File: config.mk
export PLATFORM = sky130hd
export DESIGN_NAME = multichannel_peaking_biquad_unit
export DESIGN_NICKNAME = d
export VERILOG_FILES = /design/src/sv/mpbq_pkg.sv /design/src/sv/multichannel_peaking_biquad_unit.sv /design/src/sv/mpbq_ram.sv
export SDC_FILE = /design/constraint.sdc
export NUM_CORES = 2
export LEC_CHECK = 0
export BUFFER_PORTS_ARGS = -buffer_cell sky130_fd_sc_hd__buf_2
export CORE_MARGIN = 2
export CORE_UTILIZATION = 45
export DETAILED_ROUTE_END_ITERATION = 16
export SETUP_SLACK_MARGIN = 0.5
export SYNTH_ARGS = -nofsm -noshare
export SYNTH_HDL_FRONTEND = slang
export SYNTH_HIERARCHICAL = 1
export SYNTH_SLANG_ARGS = --single-unit
File: constraint.sdc
create_clock -name i_clk -period 20.9 [get_ports i_clk]
set_input_delay 3.135 -clock i_clk [delete_from_list [all_inputs] [get_ports i_clk]]
set_output_delay 3.135 -clock i_clk [all_outputs]
set_load 0.02 [all_outputs]
File: src/sv/mpbq_pkg.sv
// Package for the multichannel peaking biquad unit.
// Holds fixed widths, register codes, reset values and the sequencer state type.
// No dependencies.
package mpbq_pkg;

    localparam int CHANNELS_DEF    = 8;
    localparam int SAMPLE_BITS_DEF = 24;

    localparam int COEF_W     = 32;
    localparam int COEF_FRAC  = 24;
    localparam int YSTORE_W   = 32;
    localparam int CH_FIELD_W = 3;
    localparam int CFG_IDX_W  = 3;
    localparam int PROD_W     = 2 * COEF_W;
    // five products of up to 2^62 each, plus sign
    localparam int ACC_W      = PROD_W + 4;
    localparam int STEP_W     = 3;

    localparam logic [STEP_W-1:0] FILT_LAST = STEP_W'(4);
    localparam logic [STEP_W-1:0] MIX_LAST  = STEP_W'(1);

    localparam logic signed [COEF_W-1:0] COEF_ONE  = COEF_W'(1) << COEF_FRAC;
    localparam logic signed [COEF_W-1:0] COEF_ZERO = '0;

    typedef enum logic [CFG_IDX_W-1:0] {
        REG_A0  = 3'd0,
        REG_A1  = 3'd1,
        REG_A2  = 3'd2,
        REG_B1  = 3'd3,
        REG_B2  = 3'd4,
        REG_WET = 3'd5,
        REG_DRY = 3'd6
    } t_reg_idx;

    // tap order inside the filter pass
    typedef enum logic [STEP_W-1:0] {
        TAP_X0 = 3'd0,
        TAP_X1 = 3'd1,
        TAP_X2 = 3'd2,
        TAP_Y1 = 3'd3,
        TAP_Y2 = 3'd4
    } t_tap;

    typedef enum logic [2:0] {
        S_IDLE,
        S_READ,
        S_FILT,
        S_FEND,
        S_YSAT,
        S_MIX,
        S_MEND,
        S_OSAT
    } t_state;

endpackage

File: src/sv/multichannel_peaking_biquad_unit.sv
// Multichannel direct-form-I biquad with wet/dry mix, per-channel delay state in RAM.
// Depends on mpbq_pkg and mpbq_ram.
//
//  channel   | direction | handshake                  | payload
//  ----------+-----------+----------------------------+-----------------------------
//  input     | in        | i_in_valid / o_in_ready    | i_sample_in, i_channel
//  output    | out       | o_out_valid / i_out_ready  | o_sample_out, o_out_channel
//  config    | in        | i_cfg_we (no wait)         | i_cfg_idx, i_cfg_wdata
//
// One word goes from accept to result register through the state RAM read, seven
// passes through the single 32x32 multiplier (five filter taps, two mix taps), drains
// and rounding steps. The next word is taken only once the result is in the
// output register, so a new word never enters before the last one is through.
// A result that is not taken stalls the sequencer in its final step only.
// Reset is synchronous; per-channel valid bits make every channel read as zero after it.
module multichannel_peaking_biquad_unit #(
    parameter int CHANNELS    = mpbq_pkg::CHANNELS_DEF,
    parameter int SAMPLE_BITS = mpbq_pkg::SAMPLE_BITS_DEF
) (
    input  logic                                  i_clk,
    input  logic                                  i_rst_n,
    input  logic                                  i_in_valid,
    output logic                                  o_in_ready,
    input  logic signed [SAMPLE_BITS-1:0]         i_sample_in,
    input  logic [mpbq_pkg::CH_FIELD_W-1:0]       i_channel,
    output logic                                  o_out_valid,
    input  logic                                  i_out_ready,
    output logic signed [SAMPLE_BITS-1:0]         o_sample_out,
    output logic [mpbq_pkg::CH_FIELD_W-1:0]       o_out_channel,
    input  logic                                  i_cfg_we,
    input  logic [mpbq_pkg::CFG_IDX_W-1:0]        i_cfg_idx,
    input  logic [mpbq_pkg::COEF_W-1:0]           i_cfg_wdata
);

    import mpbq_pkg::*;

    localparam int CH_W  = (CHANNELS > 1) ? $clog2(CHANNELS) : 1;
    localparam int MEM_W = 2 * SAMPLE_BITS + 2 * YSTORE_W;
    localparam int Q_W   = ACC_W - COEF_FRAC;
    localparam int MOD_W = 9;
    localparam logic signed [ACC_W-1:0] RND_HALF = ACC_W'(1) << (COEF_FRAC - 1);
    localparam logic signed [SAMPLE_BITS-1:0] OUT_MAX = {1'b0, {(SAMPLE_BITS-1){1'b1}}};
    localparam logic signed [SAMPLE_BITS-1:0] OUT_MIN = {1'b1, {(SAMPLE_BITS-1){1'b0}}};
    localparam logic signed [YSTORE_W-1:0]    Y_MAX   = {1'b0, {(YSTORE_W-1){1'b1}}};
    localparam logic signed [YSTORE_W-1:0]    Y_MIN   = {1'b1, {(YSTORE_W-1){1'b0}}};

    // coefficients
    logic signed [COEF_W-1:0] r_a0, r_a1, r_a2, r_b1, r_b2, r_wet, r_dry;

    t_state r_state, n_state;
    logic [STEP_W-1:0] r_step;

    logic signed [SAMPLE_BITS-1:0] r_x, r_x1, r_x2;
    logic signed [YSTORE_W-1:0]    r_y1, r_y2, r_y;
    logic [CH_W-1:0]               r_idx;
    logic [CH_FIELD_W-1:0]         r_ch;
    logic [CHANNELS-1:0]           r_vld;

    logic signed [PROD_W-1:0] r_prod;
    logic                     r_pv, r_psub;
    logic signed [ACC_W-1:0]  r_acc;

    logic                          r_out_vld;
    logic signed [SAMPLE_BITS-1:0] r_sample_out;
    logic [CH_FIELD_W-1:0]         r_out_ch;

    logic                     w_accept;
    logic                     w_ram_re, w_ram_we;
    logic                     w_mul_en, w_mul_sub;
    logic                     w_out_load;
    logic [CH_W-1:0]          w_idx;
    logic [MOD_W-1:0]         w_mod;
    logic [MEM_W-1:0]         w_rdata, w_wdata;
    logic signed [COEF_W-1:0] w_coef;
    logic signed [COEF_W-1:0] w_opd;
    logic signed [ACC_W-1:0]  w_rnd;
    logic signed [Q_W-1:0]    w_q;
    logic signed [YSTORE_W-1:0]    w_y;
    logic signed [SAMPLE_BITS-1:0] w_r;
    logic                     w_y_fits, w_r_fits;

    assign w_accept = i_in_valid && o_in_ready;

    // channel field modulo CHANNELS, by repeated subtraction on a 3-bit value
    always_comb begin
        w_mod = MOD_W'(i_channel);
        for (int k = 0; k < 8; k++) begin
            if (w_mod >= MOD_W'(CHANNELS)) begin
                w_mod = w_mod - MOD_W'(CHANNELS);
            end
        end
    end
    assign w_idx = w_mod[CH_W-1:0];

    // configuration writes
    always_ff @(posedge i_clk) begin
        if (!i_rst_n) begin
            r_a0  <= COEF_ONE;
            r_a1  <= COEF_ZERO;
            r_a2  <= COEF_ZERO;
            r_b1  <= COEF_ZERO;
            r_b2  <= COEF_ZERO;
            r_wet <= COEF_ZERO;
            r_dry <= COEF_ONE;
        end else if (i_cfg_we) begin
            unique case (t_reg_idx'(i_cfg_idx))
                REG_A0:  r_a0  <= i_cfg_wdata;
                REG_A1:  r_a1  <= i_cfg_wdata;
                REG_A2:  r_a2  <= i_cfg_wdata;
                REG_B1:  r_b1  <= i_cfg_wdata;
                REG_B2:  r_b2  <= i_cfg_wdata;
                REG_WET: r_wet <= i_cfg_wdata;
                REG_DRY: r_dry <= i_cfg_wdata;
                default: ;  // drop writes beyond the register list
            endcase
        end
    end

    // next state
    always_comb begin
        n_state = r_state;
        unique case (r_state)
            S_IDLE:  if (w_accept) n_state = S_READ;
            S_READ:  n_state = S_FILT;
            S_FILT:  if (r_step == FILT_LAST) n_state = S_FEND;
            S_FEND:  n_state = S_YSAT;
            S_YSAT:  n_state = S_MIX;
            S_MIX:   if (r_step == MIX_LAST) n_state = S_MEND;
            S_MEND:  n_state = S_OSAT;
            S_OSAT:  if (!r_out_vld || i_out_ready) n_state = S_IDLE;
            default: n_state = S_IDLE;
        endcase
    end

    // sequencer outputs
    always_comb begin
        o_in_ready = (r_state == S_IDLE);
        w_ram_re   = w_accept;
        w_ram_we   = (r_state == S_YSAT);
        w_mul_en   = (r_state == S_FILT) || (r_state == S_MIX);
        w_mul_sub  = (r_state == S_FILT) && (r_step >= TAP_Y1);
        w_out_load = (r_state == S_OSAT) && (!r_out_vld || i_out_ready);
    end

    // multiplier operand select
    always_comb begin
        w_coef = '0;
        w_opd  = '0;
        if (r_state == S_FILT) begin
            unique case (t_tap'(r_step))
                TAP_X0: begin w_coef = r_a0; w_opd = COEF_W'(r_x);  end
                TAP_X1: begin w_coef = r_a1; w_opd = COEF_W'(r_x1); end
                TAP_X2: begin w_coef = r_a2; w_opd = COEF_W'(r_x2); end
                TAP_Y1: begin w_coef = r_b1; w_opd = r_y1;          end
                TAP_Y2: begin w_coef = r_b2; w_opd = r_y2;          end
                default: ;
            endcase
        end else if (r_state == S_MIX) begin
            if (r_step == MIX_LAST) begin
                w_coef = r_wet;
                w_opd  = r_y;
            end else begin
                w_coef = r_dry;
                w_opd  = COEF_W'(r_x);
            end
        end
    end

    // round half up, then saturate
    assign w_rnd    = r_acc + RND_HALF;
    assign w_q      = w_rnd[ACC_W-1:COEF_FRAC];
    assign w_y_fits = (&w_q[Q_W-1:YSTORE_W-1]) || !(|w_q[Q_W-1:YSTORE_W-1]);
    assign w_r_fits = (&w_q[Q_W-1:SAMPLE_BITS-1]) || !(|w_q[Q_W-1:SAMPLE_BITS-1]);
    assign w_y = w_y_fits ? w_q[YSTORE_W-1:0] : (w_q[Q_W-1] ? Y_MIN : Y_MAX);
    assign w_r = w_r_fits ? w_q[SAMPLE_BITS-1:0] : (w_q[Q_W-1] ? OUT_MIN : OUT_MAX);

    assign w_wdata = {r_x, r_x1, w_y, r_y1};

    mpbq_ram #(
        .WIDTH (MEM_W),
        .DEPTH (CHANNELS)
    ) u_state_ram (
        .i_clk   (i_clk),
        .i_we    (w_ram_we),
        .i_waddr (r_idx),
        .i_wdata (w_wdata),
        .i_re    (w_ram_re),
        .i_raddr (w_idx),
        .o_rdata (w_rdata)
    );

    // control registers
    always_ff @(posedge i_clk) begin
        if (!i_rst_n) begin
            r_state   <= S_IDLE;
            r_step    <= '0;
            r_vld     <= '0;
            r_pv      <= 1'b0;
            r_out_vld <= 1'b0;
        end else begin
            r_state <= n_state;
            r_pv    <= w_mul_en;
            if (w_mul_en && n_state == r_state) begin
                r_step <= r_step + STEP_W'(1);
            end else begin
                r_step <= '0;
            end
            if (w_ram_we) begin
                r_vld[r_idx] <= 1'b1;
            end
            if (w_out_load) begin
                r_out_vld <= 1'b1;
            end else if (i_out_ready) begin
                r_out_vld <= 1'b0;
            end
        end
    end

    // datapath registers
    always_ff @(posedge i_clk) begin
        if (w_accept) begin
            r_x   <= i_sample_in;
            r_ch  <= i_channel;
            r_idx <= w_idx;
        end
        if (r_state == S_READ) begin
            if (r_vld[r_idx]) begin
                {r_x1, r_x2, r_y1, r_y2} <= w_rdata;
            end else begin
                {r_x1, r_x2, r_y1, r_y2} <= '0;
            end
        end
        r_prod <= w_coef * w_opd;
        r_psub <= w_mul_sub;
        if (w_accept || r_state == S_YSAT) begin
            r_acc <= '0;
        end else if (r_pv) begin
            r_acc <= r_psub ? r_acc - ACC_W'(r_prod) : r_acc + ACC_W'(r_prod);
        end
        if (r_state == S_YSAT) begin
            r_y <= w_y;
        end
        if (w_out_load) begin
            r_sample_out <= w_r;
            r_out_ch     <= r_ch;
        end
    end

    assign o_out_valid   = r_out_vld;
    assign o_sample_out  = r_sample_out;
    assign o_out_channel = r_out_ch;

    // a new word only enters the RAM read step
    a_accept_read: assert property (@(posedge i_clk) disable iff (!i_rst_n)
        w_accept |=> (r_state == S_READ))
        else $error("accepted word did not start a state read");

    // write-back never overlaps a read of the state RAM
    a_ram_excl: assert property (@(posedge i_clk) disable iff (!i_rst_n)
        !(w_ram_we && w_ram_re))
        else $error("state RAM read and write in the same cycle");

    // no product still pending when the filter sum is rounded
    a_ysat_drained: assert property (@(posedge i_clk) disable iff (!i_rst_n)
        (r_state == S_YSAT) |-> !r_pv)
        else $error("filter sum rounded with a product in flight");

    // a pending product comes only from a multiply step
    a_pv_source: assert property (@(posedge i_clk) disable iff (!i_rst_n)
        r_pv |-> $past(r_state == S_FILT || r_state == S_MIX))
        else $error("product valid without a multiply step");

    // the output register fills only from the final step
    a_out_source: assert property (@(posedge i_clk) disable iff (!i_rst_n)
        $rose(r_out_vld) |-> $past(r_state == S_OSAT))
        else $error("result register loaded outside the final step");

endmodule

File: src/sv/mpbq_ram.sv
// Generic single-write, single-read synchronous RAM with registered read data.
// No dependencies.
module mpbq_ram #(
    parameter int WIDTH = 32,
    parameter int DEPTH = 8
) (
    input  logic                                 i_clk,
    input  logic                                 i_we,
    input  logic [(DEPTH > 1 ? $clog2(DEPTH) : 1)-1:0] i_waddr,
    input  logic [WIDTH-1:0]                     i_wdata,
    input  logic                                 i_re,
    input  logic [(DEPTH > 1 ? $clog2(DEPTH) : 1)-1:0] i_raddr,
    output logic [WIDTH-1:0]                     o_rdata
);

    logic [WIDTH-1:0] r_mem [DEPTH];
    logic [WIDTH-1:0] r_rdata;

    always_ff @(posedge i_clk) begin
        if (i_we) begin
            r_mem[i_waddr] <= i_wdata;
        end
        if (i_re) begin
            r_rdata <= r_mem[i_raddr];
        end
    end

    assign o_rdata = r_rdata;

endmodule
==> results.py <==
metrics = {
    "layout": {
        "postLayoutCellArea_um2": 110100,
        "final_common_cell": "sky130_fd_sc_hd__edfxtp_1",
        "layout-drive-gt1-share_pct": 10.21,
        "most-common-layout-cells": "1206 x sky130_fd_sc_hd__edfxtp_1, 1176 x sky130_fd_sc_hd__nand2_1, 1083 x sky130_fd_sc_hd__fa_1",
        "num-nets-final": 9924,
        "synth_to_final_area_change_pct": 8.933,
        "final_std_cells_w_o_fill": 11640,
    },
    "routing": {
        "vias_per_std_cell": 5.721,
        "number_of_nets_with_antenna_violations_after_routing": 0,
        "route.vias.total": 66570,
        "wl_per_cell_um": 25.70,
        "drt-total-wl_mm": 299.1,
        "detail_route.iter0.violations": 7387,
        "firstDrtPassIters": 6,
        "drt_drc_violations_left": 0,
    },
    "grt": {
        "grt_max_degree": 120,
        "vias_in_the_first_global_route": 68380,
        "grtUsageTotal_pct": 26.30,
        "overflow": 0,
        "grt_pass1_wl_mm": 447.8,
        "antenna_found_initial": 10,
    },
    "synth": {
        "dominantRegCellSynth": "sky130_fd_sc_hd__edfxtp_1",
        "unique_masters_post_synth": 86,
        "syn_nets": 10020,
        "synth-seq-area-share_pct": 43.20,
        "yosysWarningCount": 6,
        "synth-seq-cells": 1579,
        "postSynthAreaPerCell_um2": 11.75,
        "synthCells": 8607,
        "synth_edf_count": 1206,
        "syn_area_um2": 101100,
        "async_flop_share_pct": 0,
    },
    "clock_network": {
        "clock_sink_count": 1579,
        "cts_resized": 0,
        "clkTransAtPathRegs_ns": 0.06,
        "cts_hold_repair.buffers": 0,
        "cts-htree-levels": 4,
        "cts_buffer_depth": 3,
        "cts_root_buffer": "sky130_fd_sc_hd__clkbuf_16",
        "clock_tree_from_tritoncts": "yes",
        "cts-buffers-inserted": 160,
        "clkLatencyLatePin_ns": 0.86,
        "post_cts_buffers": 0,
    },
    "critical_path": {
        "worst-path-max-fanout": 53,
        "crit_path_most_repeated_cell": "sky130_fd_sc_hd__fa_1",
        "worstSetupStartpointType": "flop",
        "worst-setup-path-type": "flop to flop",
        "cp.arrival_ns": 12.74,
        "critPathMaxStageDelay_ns": 0.87,
        "cp_slowest_cell": "sky130_fd_sc_hd__o21a_1",
        "timing.critical_path.to_type": "flop",
        "crit_required_ns": 21.59,
    },
    "die": {
        "rows": 174,
        "top_level_ports": 96,
        "design.core.area_um2": 224000,
        "die_span_x_um": 478.0,
        "start_util_pct": 45.13,
        "design.die.area_um2": 228500,
        "die_y_um": 478.0,
    },
    "placed_design": {
        "detailed_place_hpwl_mm": 200.0,
        "placedInstanceArea_um2": 104800,
        "gp_congestion": 0.9657,
        "dpl.cell_count": 11350,
        "buffers_added_on_ports": 95,
        "dp_worst_setup_slack_ns": 9.033,
    },
    "timing": {
        "number_of_slew_limit_violations_in_the_final_report": 0,
        "final.min_clock_period_ns": 12.05,
        "tightestPinTransition_ns": 1.389,
        "post-route-period-util_pct": 57.66,
        "relSlewSlack_pct": 7.371,
        "fmax_mhz": 82.99,
        "worst_clock_skew_ns": 0.07537,
        "setup_viol": 0,
        "rsz0062_at_grt": "false",
        "hold_violations": 0,
        "fin_tns_setup_ns": 0,
        "fin_ws_ns": 8.850,
    },
    "outcome": {
        "outcome": "completed",
    },
    "power": {
        "power.density_nw_per_um2": 76.76,
        "design_power_total_w": 0.008455,
        "peakVddDrop_v": 0.00008191,
        "static-leakage-power_nw": 42.93,
    },
    "hold_path": {
        "min_path_type": "flop to flop",
    },
    "flow_run": {
        "max_capacitance_violation_count": 0,
    },
}
==> per-layer routing <==
metal  wire length, um  vias up  track usage (%)
met5                27        -                0
met4             10080        4            8.233
met3             29340      495            6.376
met2            133500     3049            39.94
met1            126100    34470            37.32
li1                  -    28550                -
==> logic make-up after synthesis <==
| logic type | synth area share (%) |
|---|---|
| AO/OA/AOI/OAI | 6.380 |
| XOR/XNOR | 2.043 |
| adder cells (fa/ha/maj) | 24.63 |
| buffers and inverters | 5.973 |
| flip-flops | 43.20 |
| multiplexers | 7.712 |
| AND/OR/NAND/NOR | 10.06 |
==> power breakdown <==
part           internal (W)  switching (W)  total (W)  leakage [nW]
registers           0.00367       0.000101    0.00377          14.0
logic              0.000585        0.00119    0.00178          26.3
clock network       0.00167        0.00124    0.00291          2.60
==> critical path, delay by kind of cell, from the launching register on <==
kind / cells / cell delay [ns]
XOR/XNOR: 1 / 0.16
AND/OR/NAND/NOR: 5 / 1.60
flip-flops: 1 / 0.85
buffers and inverters: 8 / 1.27
adder cells (fa/ha/maj): 10 / 4.96
AO/OA/AOI/OAI: 8 / 3.04
==> worst paths after layout <==
kind | start | endpoint | slack, ns | cells past startpoint
setup / recovery | r_step[2] | r_prod[62] | 8.85 | 32
hold / removal | r_dry[20] | r_dry[20] | 0.45 | 2
setup reg to reg | r_step[2] | r_prod[62] | 8.85 | 32
hold reg to reg | r_dry[20] | r_dry[20] | 0.45 | 2
==> cell usage after synthesis, types with 7 or more instances <==
| library cell | number | share of area [%] |
|---|---|---|
| sky130_fd_sc_hd__o21bai_1 | 22 | 0.16 |
| sky130_fd_sc_hd__xor2_1 | 71 | 0.62 |
| sky130_fd_sc_hd__ha_1 | 258 | 3.2 |
| sky130_fd_sc_hd__o211ai_1 | 10 | 0.074 |
| sky130_fd_sc_hd__nor2b_1 | 141 | 0.87 |
| sky130_fd_sc_hd__inv_1 | 1078 | 4.0 |
| sky130_fd_sc_hd__dfxtp_1 | 373 | 7.4 |
| sky130_fd_sc_hd__a222oi_1 | 15 | 0.15 |
| sky130_fd_sc_hd__mux2_4 | 52 | 0.77 |
| sky130_fd_sc_hd__edfxtp_1 | 1206 | 36 |
| sky130_fd_sc_hd__nor4_1 | 12 | 0.074 |
| sky130_fd_sc_hd__xnor2_1 | 163 | 1.4 |
| sky130_fd_sc_hd__o31ai_1 | 12 | 0.089 |
| sky130_fd_sc_hd__a31oi_1 | 32 | 0.20 |
| sky130_fd_sc_hd__or2_2 | 8 | 0.049 |
| sky130_fd_sc_hd__or4_1 | 9 | 0.067 |
| sky130_fd_sc_hd__o22ai_1 | 10 | 0.062 |
| sky130_fd_sc_hd__nor3_1 | 51 | 0.25 |
| sky130_fd_sc_hd__buf_8 | 7 | 0.10 |
| sky130_fd_sc_hd__buf_2 | 31 | 0.15 |
| sky130_fd_sc_hd__nand2_1 | 1177 | 4.4 |
| sky130_fd_sc_hd__or3_1 | 20 | 0.12 |
| sky130_fd_sc_hd__o21ai_1 | 30 | 0.15 |
| sky130_fd_sc_hd__and2_1 | 43 | 0.27 |
| sky130_fd_sc_hd__mux2_2 | 60 | 0.67 |
| sky130_fd_sc_hd__a211oi_1 | 28 | 0.21 |
| sky130_fd_sc_hd__a22oi_1 | 97 | 0.72 |
| sky130_fd_sc_hd__fa_1 | 1083 | 21 |
| sky130_fd_sc_hd__nand2b_1 | 25 | 0.15 |
| sky130_fd_sc_hd__o21ai_0 | 134 | 0.66 |
| sky130_fd_sc_hd__clkbuf_1 | 378 | 1.4 |
| sky130_fd_sc_hd__buf_1 | 35 | 0.13 |
| sky130_fd_sc_hd__nand4_1 | 40 | 0.25 |
| sky130_fd_sc_hd__and4_1 | 7 | 0.061 |
| sky130_fd_sc_hd__mux4_2 | 226 | 5.0 |
| sky130_fd_sc_hd__a21oi_1 | 447 | 2.2 |
| sky130_fd_sc_hd__and3_1 | 29 | 0.18 |
| sky130_fd_sc_hd__a221oi_1 | 14 | 0.12 |
| sky130_fd_sc_hd__a21o_1 | 71 | 0.53 |
| sky130_fd_sc_hd__nand3_1 | 96 | 0.48 |
| sky130_fd_sc_hd__o21a_1 | 56 | 0.42 |
| sky130_fd_sc_hd__mux2i_1 | 125 | 1.2 |
| sky130_fd_sc_hd__buf_6 | 12 | 0.13 |
| sky130_fd_sc_hd__nor2_1 | 718 | 2.7 |
==> area by class of cell <==
type | count | area [um2]
Clock buffer | 191 | 4254
Antenna cell | 2 | 5.005
Inverter | 1080 | 4059
Multi-Input combinational cell | 5483 | 51840
Sequential cell | 1579 | 43690
Tap cell | 2992 | 3744
Fill cell | 19580 | 113900
Clock inverter | 97 | 1075
Timing Repair Buffer | 212 | 1483
==> sequential cells by signal, indices dropped and copies added (netlist names), 3 cells and up <==
signal / count
r_ch: 3
r_step: 3
r_wet: 32
r_y: 32
r_a2: 32
r_state: 3
o_sample_out: 24
r_b1: 32
r_a1: 32
r_x2: 24
o_out_channel: 3
r_b2: 32
u_state_ram/r_mem: 896
r_prod: 64
r_x1: 24
r_y1: 32
r_y2: 32
r_acc: 68
r_x: 24
u_state_ram/o_rdata: 112
r_a0: 32
r_vld: 8
r_dry: 32
==> per-stage QoR <==
step                utilization, %  hold slack (ns)
detailed placement           46.79           0.4467
CTS                          49.16           0.4548
floorplan                        -           0.4315
finish                       49.17           0.4533
global route                 49.17           0.4694
global placement             46.79           0.4404
No activity file was read; power rests on OpenSTA's default activity.
